File: src/rtl/lfuc_pkg.sv
package lfuc_pkg;

   // default sizing
   localparam int DEF_CAPACITY   = 16;
   localparam int DEF_COUNT_BITS = 16;

   // fixed field widths
   localparam int KEY_W     = 31;
   localparam int VAL_W     = 31;
   localparam int CAP_REG_W = 5;

   localparam logic [CAP_REG_W-1:0] CAP_RESET = 5'd16;

   // operation codes
   localparam logic KIND_GET = 1'b0;
   localparam logic KIND_PUT = 1'b1;

   // sequencer states
   typedef enum logic [2:0] {
      ST_IDLE,
      ST_SCAN,
      ST_SCAN_END,
      ST_DECIDE,
      ST_UPDATE,
      ST_UPDATE_END
   } state_type;

   // scan unit control
   typedef struct packed {
      logic clear;
      logic step;
   } scan_ctl_type;

endpackage

File: src/rtl/lfu_cache_with_lru_tiebreak_core.sv
// LFU key/value cache with LRU tie-break. A request (get or put) is taken
// when start is high and busy is low; busy then stays high while the entry
// memory is swept one entry per cycle through its single read port: one
// sweep to find the key, a free slot and the victim, and for a hit or an
// insert a second sweep that rewrites ranks and counts. The second sweep
// is skipped when nothing changes (get miss, put miss at capacity zero).
// The response is a single-cycle rsp_valid strobe in the cycle busy falls;
// it cannot be held off, so the receiver must take it then. A new request
// may be issued in that same cycle. Valid marks clear at reset; no memory
// clearing pass runs.
module lfu_cache_with_lru_tiebreak_core import lfuc_pkg::*; #(
   parameter int CAPACITY   = DEF_CAPACITY,
   parameter int COUNT_BITS = DEF_COUNT_BITS
) (
   input  logic                 clock,
   input  logic                 reset,
   input  logic                 start,
   output logic                 busy,
   input  logic                 req_kind,
   input  logic [KEY_W-1:0]     req_lookup_key,
   input  logic [VAL_W-1:0]     req_write_value,
   output logic                 rsp_valid,
   output logic                 rsp_hit,
   output logic [VAL_W-1:0]     rsp_read_value,
   output logic                 rsp_evicted,
   input  logic                 csr_we,
   input  logic [CAP_REG_W-1:0] csr_wdata
);

   localparam int SLOT_W = (CAPACITY > 1) ? $clog2(CAPACITY) : 1;
   localparam int NUM_W  = $clog2(CAPACITY + 1);
   localparam int CMP_W  = (NUM_W > CAP_REG_W) ? NUM_W : CAP_REG_W;
   localparam logic [SLOT_W-1:0] LAST_SLOT = SLOT_W'(CAPACITY - 1);

   typedef struct packed {
      logic [KEY_W-1:0]      key;
      logic [VAL_W-1:0]      value;
      logic [COUNT_BITS-1:0] count;
      logic [SLOT_W-1:0]     rank;
   } entry_type;

   state_type             state_ff, state_in;
   logic [SLOT_W-1:0]     idx_ff, idx_in;
   logic                  p_vld_ff;
   logic [SLOT_W-1:0]     p_idx_ff;
   entry_type             rdata_ff;
   logic [CAPACITY-1:0]   valid_ff, valid_in;
   logic [CAP_REG_W-1:0]  cap_ff;
   logic                  kind_ff;
   logic [KEY_W-1:0]      key_ff;
   logic [VAL_W-1:0]      wval_ff;
   logic                  touch_ff;
   logic                  evict_ff;
   logic [SLOT_W-1:0]     slot_u_ff;
   logic [SLOT_W-1:0]     rank_ref_ff;
   logic                  rsp_valid_ff, rsp_valid_in;
   logic                  rsp_hit_ff;
   logic [VAL_W-1:0]      rsp_value_ff;
   logic                  rsp_evicted_ff;

   entry_type             mem [CAPACITY];

   scan_ctl_type          scan_ctl;
   logic                  issue;
   logic                  mem_we;
   entry_type             wdata;
   logic                  last_idx;

   logic                  match_found;
   logic [SLOT_W-1:0]     match_slot;
   logic [SLOT_W-1:0]     match_rank;
   logic [VAL_W-1:0]      match_value;
   logic                  free_found;
   logic [SLOT_W-1:0]     free_slot;
   logic [SLOT_W-1:0]     vic_slot;
   logic [SLOT_W-1:0]     vic_rank;
   logic [NUM_W-1:0]      num_valid;

   logic [CMP_W-1:0]      cap_ext;
   logic [CMP_W-1:0]      cap_lim;
   logic                  full;
   logic                  do_touch;
   logic                  do_insert;
   logic                  do_evict;
   logic                  change;
   logic [SLOT_W-1:0]     ins_slot;

   // scan unit
   lfuc_scan_unit #(
      .CAPACITY   (CAPACITY),
      .COUNT_BITS (COUNT_BITS),
      .SLOT_W     (SLOT_W),
      .NUM_W      (NUM_W)
   ) u_scan (
      .clock       (clock),
      .reset       (reset),
      .ctl         (scan_ctl),
      .slot        (p_idx_ff),
      .entry_valid (valid_ff[p_idx_ff]),
      .entry_key   (rdata_ff.key),
      .entry_value (rdata_ff.value),
      .entry_count (rdata_ff.count),
      .entry_rank  (rdata_ff.rank),
      .req_key     (key_ff),
      .match_found (match_found),
      .match_slot  (match_slot),
      .match_rank  (match_rank),
      .match_value (match_value),
      .free_found  (free_found),
      .free_slot   (free_slot),
      .vic_slot    (vic_slot),
      .vic_rank    (vic_rank),
      .num_valid   (num_valid)
   );

   // decision after the search sweep
   always_comb begin
      cap_ext   = CMP_W'(cap_ff);
      cap_lim   = (cap_ext < CMP_W'(CAPACITY)) ? cap_ext : CMP_W'(CAPACITY);
      full      = CMP_W'(num_valid) >= cap_lim;
      do_touch  = match_found;
      do_insert = !match_found && (kind_ff == KIND_PUT) && (cap_ff != '0);
      do_evict  = do_insert && full;
      change    = do_touch || do_insert;
      if (do_evict && !(free_found && (free_slot < vic_slot))) begin
         ins_slot = vic_slot;
      end else begin
         ins_slot = free_slot;
      end
   end

   // valid marks: drop the victim, claim the insert slot
   always_comb begin
      valid_in = valid_ff;
      if (state_ff == ST_DECIDE && do_insert) begin
         if (do_evict) valid_in[vic_slot] = 1'b0;
         valid_in[ins_slot] = 1'b1;
      end
   end

   // next state
   assign last_idx = (idx_ff == LAST_SLOT);

   always_comb begin
      state_in = state_ff;
      case (state_ff)
         ST_IDLE:       if (start) state_in = ST_SCAN;
         ST_SCAN:       if (last_idx) state_in = ST_SCAN_END;
         ST_SCAN_END:   state_in = ST_DECIDE;
         ST_DECIDE:     state_in = change ? ST_UPDATE : ST_IDLE;
         ST_UPDATE:     if (last_idx) state_in = ST_UPDATE_END;
         ST_UPDATE_END: state_in = ST_IDLE;
         default:       state_in = ST_IDLE;
      endcase
   end

   // sequencer outputs
   always_comb begin
      issue          = 1'b0;
      scan_ctl.clear = 1'b0;
      scan_ctl.step  = 1'b0;
      mem_we         = 1'b0;
      rsp_valid_in   = 1'b0;
      idx_in         = idx_ff;
      case (state_ff)
         ST_IDLE: begin
            scan_ctl.clear = start;
            idx_in         = '0;
         end
         ST_SCAN: begin
            issue         = 1'b1;
            scan_ctl.step = p_vld_ff;
            idx_in        = last_idx ? '0 : idx_ff + SLOT_W'(1);
         end
         ST_SCAN_END: begin
            scan_ctl.step = p_vld_ff;
         end
         ST_DECIDE: begin
            rsp_valid_in = !change;
            idx_in       = '0;
         end
         ST_UPDATE: begin
            issue  = 1'b1;
            mem_we = p_vld_ff && (valid_ff[p_idx_ff] || (p_idx_ff == slot_u_ff));
            idx_in = last_idx ? '0 : idx_ff + SLOT_W'(1);
         end
         ST_UPDATE_END: begin
            mem_we       = p_vld_ff && (valid_ff[p_idx_ff] || (p_idx_ff == slot_u_ff));
            rsp_valid_in = 1'b1;
         end
         default: begin
            idx_in = '0;
         end
      endcase
   end

   // entry rewrite: bump/insert the chosen slot, age or shift the rest
   always_comb begin
      wdata = rdata_ff;
      if (p_idx_ff == slot_u_ff) begin
         wdata.rank = '0;
         if (touch_ff) begin
            if (kind_ff == KIND_PUT) wdata.value = wval_ff;
            if (rdata_ff.count != '1) wdata.count = rdata_ff.count + COUNT_BITS'(1);
         end else begin
            wdata.key   = key_ff;
            wdata.value = wval_ff;
            wdata.count = COUNT_BITS'(1);
         end
      end else if (touch_ff) begin
         if (rdata_ff.rank < rank_ref_ff) wdata.rank = rdata_ff.rank + SLOT_W'(1);
      end else if (!(evict_ff && (rdata_ff.rank > rank_ref_ff))) begin
         wdata.rank = rdata_ff.rank + SLOT_W'(1);
      end
   end

   // entry memory, one read and one write port
   always_ff @(posedge clock) begin
      if (mem_we) mem[p_idx_ff] <= wdata;
      rdata_ff <= mem[idx_ff];
      p_idx_ff <= idx_ff;
   end

   // control registers
   always_ff @(posedge clock) begin
      if (reset) begin
         state_ff     <= ST_IDLE;
         idx_ff       <= '0;
         p_vld_ff     <= 1'b0;
         rsp_valid_ff <= 1'b0;
         cap_ff       <= CAP_RESET;
         valid_ff     <= '0;
      end else begin
         state_ff     <= state_in;
         idx_ff       <= idx_in;
         p_vld_ff     <= issue;
         rsp_valid_ff <= rsp_valid_in;
         if (csr_we) cap_ff <= csr_wdata;
         valid_ff     <= valid_in;
      end
   end

   // request and decision payload
   always_ff @(posedge clock) begin
      if (state_ff == ST_IDLE && start) begin
         kind_ff <= req_kind;
         key_ff  <= req_lookup_key;
         wval_ff <= req_write_value;
      end
      if (state_ff == ST_DECIDE) begin
         touch_ff       <= do_touch;
         evict_ff       <= do_evict;
         slot_u_ff      <= do_touch ? match_slot : ins_slot;
         rank_ref_ff    <= do_touch ? match_rank : vic_rank;
         rsp_hit_ff     <= match_found;
         rsp_value_ff   <= (match_found && kind_ff == KIND_GET) ? match_value : '0;
         rsp_evicted_ff <= do_evict;
      end
   end

   assign busy           = (state_ff != ST_IDLE);
   assign rsp_valid      = rsp_valid_ff;
   assign rsp_hit        = rsp_hit_ff;
   assign rsp_read_value = rsp_value_ff;
   assign rsp_evicted    = rsp_evicted_ff;

endmodule

File: src/rtl/lfuc_scan_unit.sv
// Walks the entries one per step: key match, free slot, live count and
// the replacement victim (lowest count, oldest among equal counts).
module lfuc_scan_unit import lfuc_pkg::*; #(
   parameter int CAPACITY   = DEF_CAPACITY,
   parameter int COUNT_BITS = DEF_COUNT_BITS,
   parameter int SLOT_W     = 4,
   parameter int NUM_W      = 5
) (
   input  logic                  clock,
   input  logic                  reset,
   input  scan_ctl_type          ctl,
   input  logic [SLOT_W-1:0]     slot,
   input  logic                  entry_valid,
   input  logic [KEY_W-1:0]      entry_key,
   input  logic [VAL_W-1:0]      entry_value,
   input  logic [COUNT_BITS-1:0] entry_count,
   input  logic [SLOT_W-1:0]     entry_rank,
   input  logic [KEY_W-1:0]      req_key,
   output logic                  match_found,
   output logic [SLOT_W-1:0]     match_slot,
   output logic [SLOT_W-1:0]     match_rank,
   output logic [VAL_W-1:0]      match_value,
   output logic                  free_found,
   output logic [SLOT_W-1:0]     free_slot,
   output logic [SLOT_W-1:0]     vic_slot,
   output logic [SLOT_W-1:0]     vic_rank,
   output logic [NUM_W-1:0]      num_valid
);

   logic                  match_found_ff;
   logic [SLOT_W-1:0]     match_slot_ff;
   logic [SLOT_W-1:0]     match_rank_ff;
   logic [VAL_W-1:0]      match_value_ff;
   logic                  free_found_ff;
   logic [SLOT_W-1:0]     free_slot_ff;
   logic                  vic_found_ff;
   logic [SLOT_W-1:0]     vic_slot_ff;
   logic [SLOT_W-1:0]     vic_rank_ff;
   logic [COUNT_BITS-1:0] vic_count_ff;
   logic [NUM_W-1:0]      num_valid_ff;

   logic is_match;
   logic is_better;

   // shared compare unit
   always_comb begin
      is_match  = entry_valid && (entry_key == req_key) && !match_found_ff;
      is_better = entry_valid && (!vic_found_ff || (entry_count < vic_count_ff) ||
                  ((entry_count == vic_count_ff) && (entry_rank > vic_rank_ff)));
   end

   // trackers, flags cleared per request
   always_ff @(posedge clock) begin
      if (reset || ctl.clear) begin
         match_found_ff <= 1'b0;
         free_found_ff  <= 1'b0;
         vic_found_ff   <= 1'b0;
         num_valid_ff   <= '0;
      end else if (ctl.step) begin
         if (is_match) begin
            match_found_ff <= 1'b1;
            match_slot_ff  <= slot;
            match_rank_ff  <= entry_rank;
            match_value_ff <= entry_value;
         end
         if (!entry_valid && !free_found_ff) begin
            free_found_ff <= 1'b1;
            free_slot_ff  <= slot;
         end
         if (is_better) begin
            vic_found_ff <= 1'b1;
            vic_slot_ff  <= slot;
            vic_rank_ff  <= entry_rank;
            vic_count_ff <= entry_count;
         end
         if (entry_valid) begin
            num_valid_ff <= num_valid_ff + NUM_W'(1);
         end
      end
   end

   assign match_found = match_found_ff;
   assign match_slot  = match_slot_ff;
   assign match_rank  = match_rank_ff;
   assign match_value = match_value_ff;
   assign free_found  = free_found_ff;
   assign free_slot   = free_slot_ff;
   assign vic_slot    = vic_slot_ff;
   assign vic_rank    = vic_rank_ff;
   assign num_valid   = num_valid_ff;

endmodule

File: config.mk
export PLATFORM = sky130hd
export DESIGN_NAME = lfu_cache_with_lru_tiebreak_core
export DESIGN_NICKNAME = d
export VERILOG_FILES = /design/src/rtl/lfuc_pkg.sv /design/src/rtl/lfu_cache_with_lru_tiebreak_core.sv /design/src/rtl/lfuc_scan_unit.sv
export SDC_FILE = /design/constraint.sdc
export NUM_CORES = 2
export LEC_CHECK = 0
export BUFFER_PORTS_ARGS = -buffer_cell sky130_fd_sc_hd__buf_2
export CORE_UTILIZATION = 35
export DETAILED_ROUTE_END_ITERATION = 10
export PLACE_DENSITY = 0.53
export SETUP_SLACK_MARGIN = 0.3
export SYNTH_ARGS = -nofsm -noshare
export SYNTH_HDL_FRONTEND = slang
export SYNTH_SLANG_ARGS = --single-unit
File: constraint.sdc
create_clock -name clock -period 11.2 [get_ports clock]
set_input_delay 1.68 -clock clock [delete_from_list [all_inputs] [get_ports clock]]
set_output_delay 1.68 -clock clock [all_outputs]
set_load 0.01 [all_outputs]
==> impl_metrics.tcl <==
set metrics [dict create \
    wirelength_um 140000 \
    drcViolationCount 0 \
    yosys_warnings 0 \
    core_um2 172000 \
    diodes 0 \
    cts_tree "built" \
    nets 3053 \
    die_y_um 419 \
    crit_path_start_kind "flop" \
    numCtsBuffers 166 \
    std_cell_rows 152 \
    synth_ff_type "edfxtp_1" \
    syn_to_final_growth_pct 14.8 \
    period_needed_ns 4.63 \
    slew_viol_final 0 \
    htreeDepth 4 \
    yosysSeqAreaShare 0.771 \
    ctsResizeCount 0 \
    grt_use_total 0.161 \
    skew_ns 0.0312 \
    worstPathRequired_ns 11.61 \
    crit_type "reg -> reg" \
    async_reset_ff_frac 0 \
    dp_hpwl_um 75300 \
    clk_latency_ns 0.80 \
    ant_nets 0 \
    hold_viol_final 0 \
    path_max_fanout 40 \
    yosys-top-cells-area "edfxtp_1, mux4_2, dfxtp_1" \
    grt_pass1_vias 29500 \
    start_util 0.354 \
    grt_max_degree 158 \
    end_kind "flop" \
    grt_pass1_wl_um 205000 \
    io_buffers 106 \
    power_density_nw_per_um2 190 \
    place.gp.congestion 0.834 \
    multi_input_area_um2 13400 \
    min_period_over_period 0.414 \
    netlist_instances 2743 \
    synth_seq_cells 1607 \
    clock_path_buffers 3 \
    holdWs_ns 0.423 \
    nFillCells 15100 \
    reg2reg_depth 7 \
    die-width_um 419 \
    final_cell_mix "edfxtp_1, mux4_2, clkbuf_16" \
    p_leak_nw 21.9 \
    yosysTopAreaCell "edfxtp_1" \
    wire_per_inst_um 26.0 \
    netlist.area_leader.share 0.730 \
    drive_above_1_share 0.301 \
    grt_overflow_total 0 \
    max_freq_mhz 216 \
    firstDrtPassIters 6 \
    fin_total_pwr_mw 13.3 \
    register_area_um2 47000 \
    final_common_cell "edfxtp_1" \
    tns_ns 0 \
    cts-root-buf "clkbuf_16" \
    status "completed" \
    timing.max_cap.violations 0 \
    via_count 28000 \
    synth_fp_nets 2851 \
    viasPerCell 5.19 \
    hold_depth 0 \
    syn_avg_cell_area_um2 22.2 \
    synth_area_um2 61000 \
    post-cts-setup-buffer-count 0 \
    synthDistinctLibCells 62 \
    ir_drop_mv 0.152 \
    synth-edff-count 1483 \
    clkSlewWorstSetupHoldPaths_ns 0.06 \
    tightest_slew_ns 1.30 \
    ctsHoldBuffers 0 \
    rsz0062_at_grt "no" \
    antenna_found_initial 4 \
    hold_class "reg -> reg" \
    arrival_ns 5.04 \
    die_area_um2 176000 \
    drtIter0Drc 2301 \
    cts_num_sinks 1607 \
    io_pins 107 \
    slew_headroom 0.132 \
    setup_viol 0 \
]
## metrics by stage
| stage | utilization | worst slack [ns] | cell area (um^2) | cells |
|---|---|---|---|---|
| global route | 0.406 | 6.34 | 70000 | 5397 |
| detailed placement | 0.374 | 6.56 | 64500 | 5087 |
| CTS | 0.406 | 6.51 | 70000 | 5397 |
| floorplan | - | 3.12 | 61000 | 2743 |
| finish | 0.406 | 6.57 | 70000 | 5397 |
| global placement | 0.374 | 6.61 | 64500 | 5087 |
## synthesized netlist by cell type, drive strengths merged (9+ instances only)
library cell  number
buf               57
nor2              74
xor2              41
ha                36
nand2             50
clkbuf            73
and3              39
mux2              63
nor4              17
a21oi             36
o21ai             18
a211o              9
mux4             414
nand4             14
edfxtp          1483
or3               10
nor3              18
nand3             19
nor2b             10
inv               43
dfxtp            124
mux2i             10
xnor2             11
## routing by layer
metal / up-vias / global-route usage / wire [um]
met5: - / 0 / 13
met4: 2 / 0.0372 / 2450
met3: 191 / 0.0273 / 6240
met2: 751 / 0.267 / 69800
met1: 15200 / 0.221 / 61700
li1: 11900 / - / -
## power breakdown
| part | internal, mW | switching (mW) |
|---|---|---|
| combinational | 0.397 | 0.495 |
| clock | 3.22 | 2.31 |
| sequential | 6.77 | 0.0887 |
## sequential cells by signal, summed over array words and instances (netlist names), 3 cells and up
| register | count |
|---|---|
| cap_ext | 5 |
| idx_ff | 4 |
| key_ff | 31 |
| mem | 1312 |
| p_idx_ff | 4 |
| rank_ref_ff | 4 |
| rdata_ff | 82 |
| rsp_read_value | 31 |
| slot_u_ff | 4 |
| state_ff | 3 |
| u_scan.free_slot | 4 |
| u_scan.match_rank | 4 |
| u_scan.match_slot | 4 |
| u_scan.match_value | 31 |
| u_scan.num_valid | 5 |
| u_scan.vic_count_ff | 16 |
| u_scan.vic_rank | 4 |
| u_scan.vic_slot | 4 |
| valid_ff | 16 |
| wval_ff | 31 |
## cells by family after synthesis
kind of cell               after synthesis  share of synthesized area
muxes                                  487                      0.166
buffers and inverters                  173                     0.0120
AOI/OAI and AO/OA                      101                     0.0109
adders and majority gates               36                    0.00739
and+or+nand+nor                        287                     0.0251
DFF                                   1607                      0.771
xor gates and xnor gates                52                    0.00747
## worst max-delay path: stages (launching register included)
cell and delay (ns):
dfxtp_1 0.79, mux4_2 0.37, mux2i_1 0.13, mux2i_2 0.48, o2111ai_1 0.38, nor2_4 0.72, buf_4 0.74, buf_4 0.58
## final timing paths
kind                startpoint                    end  slack [ns]
setup reg to reg   p_idx_ff[1]            mem[11][40]        6.57
hold reg to reg   rdata_ff[25]  u_scan.match_value[5]        0.42
setup / recovery   p_idx_ff[1]            mem[11][40]        6.57
hold / removal    rdata_ff[25]  u_scan.match_value[5]        0.42
## area by class of cell
| cell class | instances | area share |
|---|---|---|
| sequential | 1607 | 0.672 |
| multi-input combinational | 963 | 0.191 |
| clock buffer | 229 | 0.0653 |
| tap | 2310 | 0.0413 |
| timing repair buffer | 164 | 0.0143 |
| clock inverter | 81 | 0.0133 |
| inverter | 43 | 0.00231 |
Power figures use the tool's default switching activity.
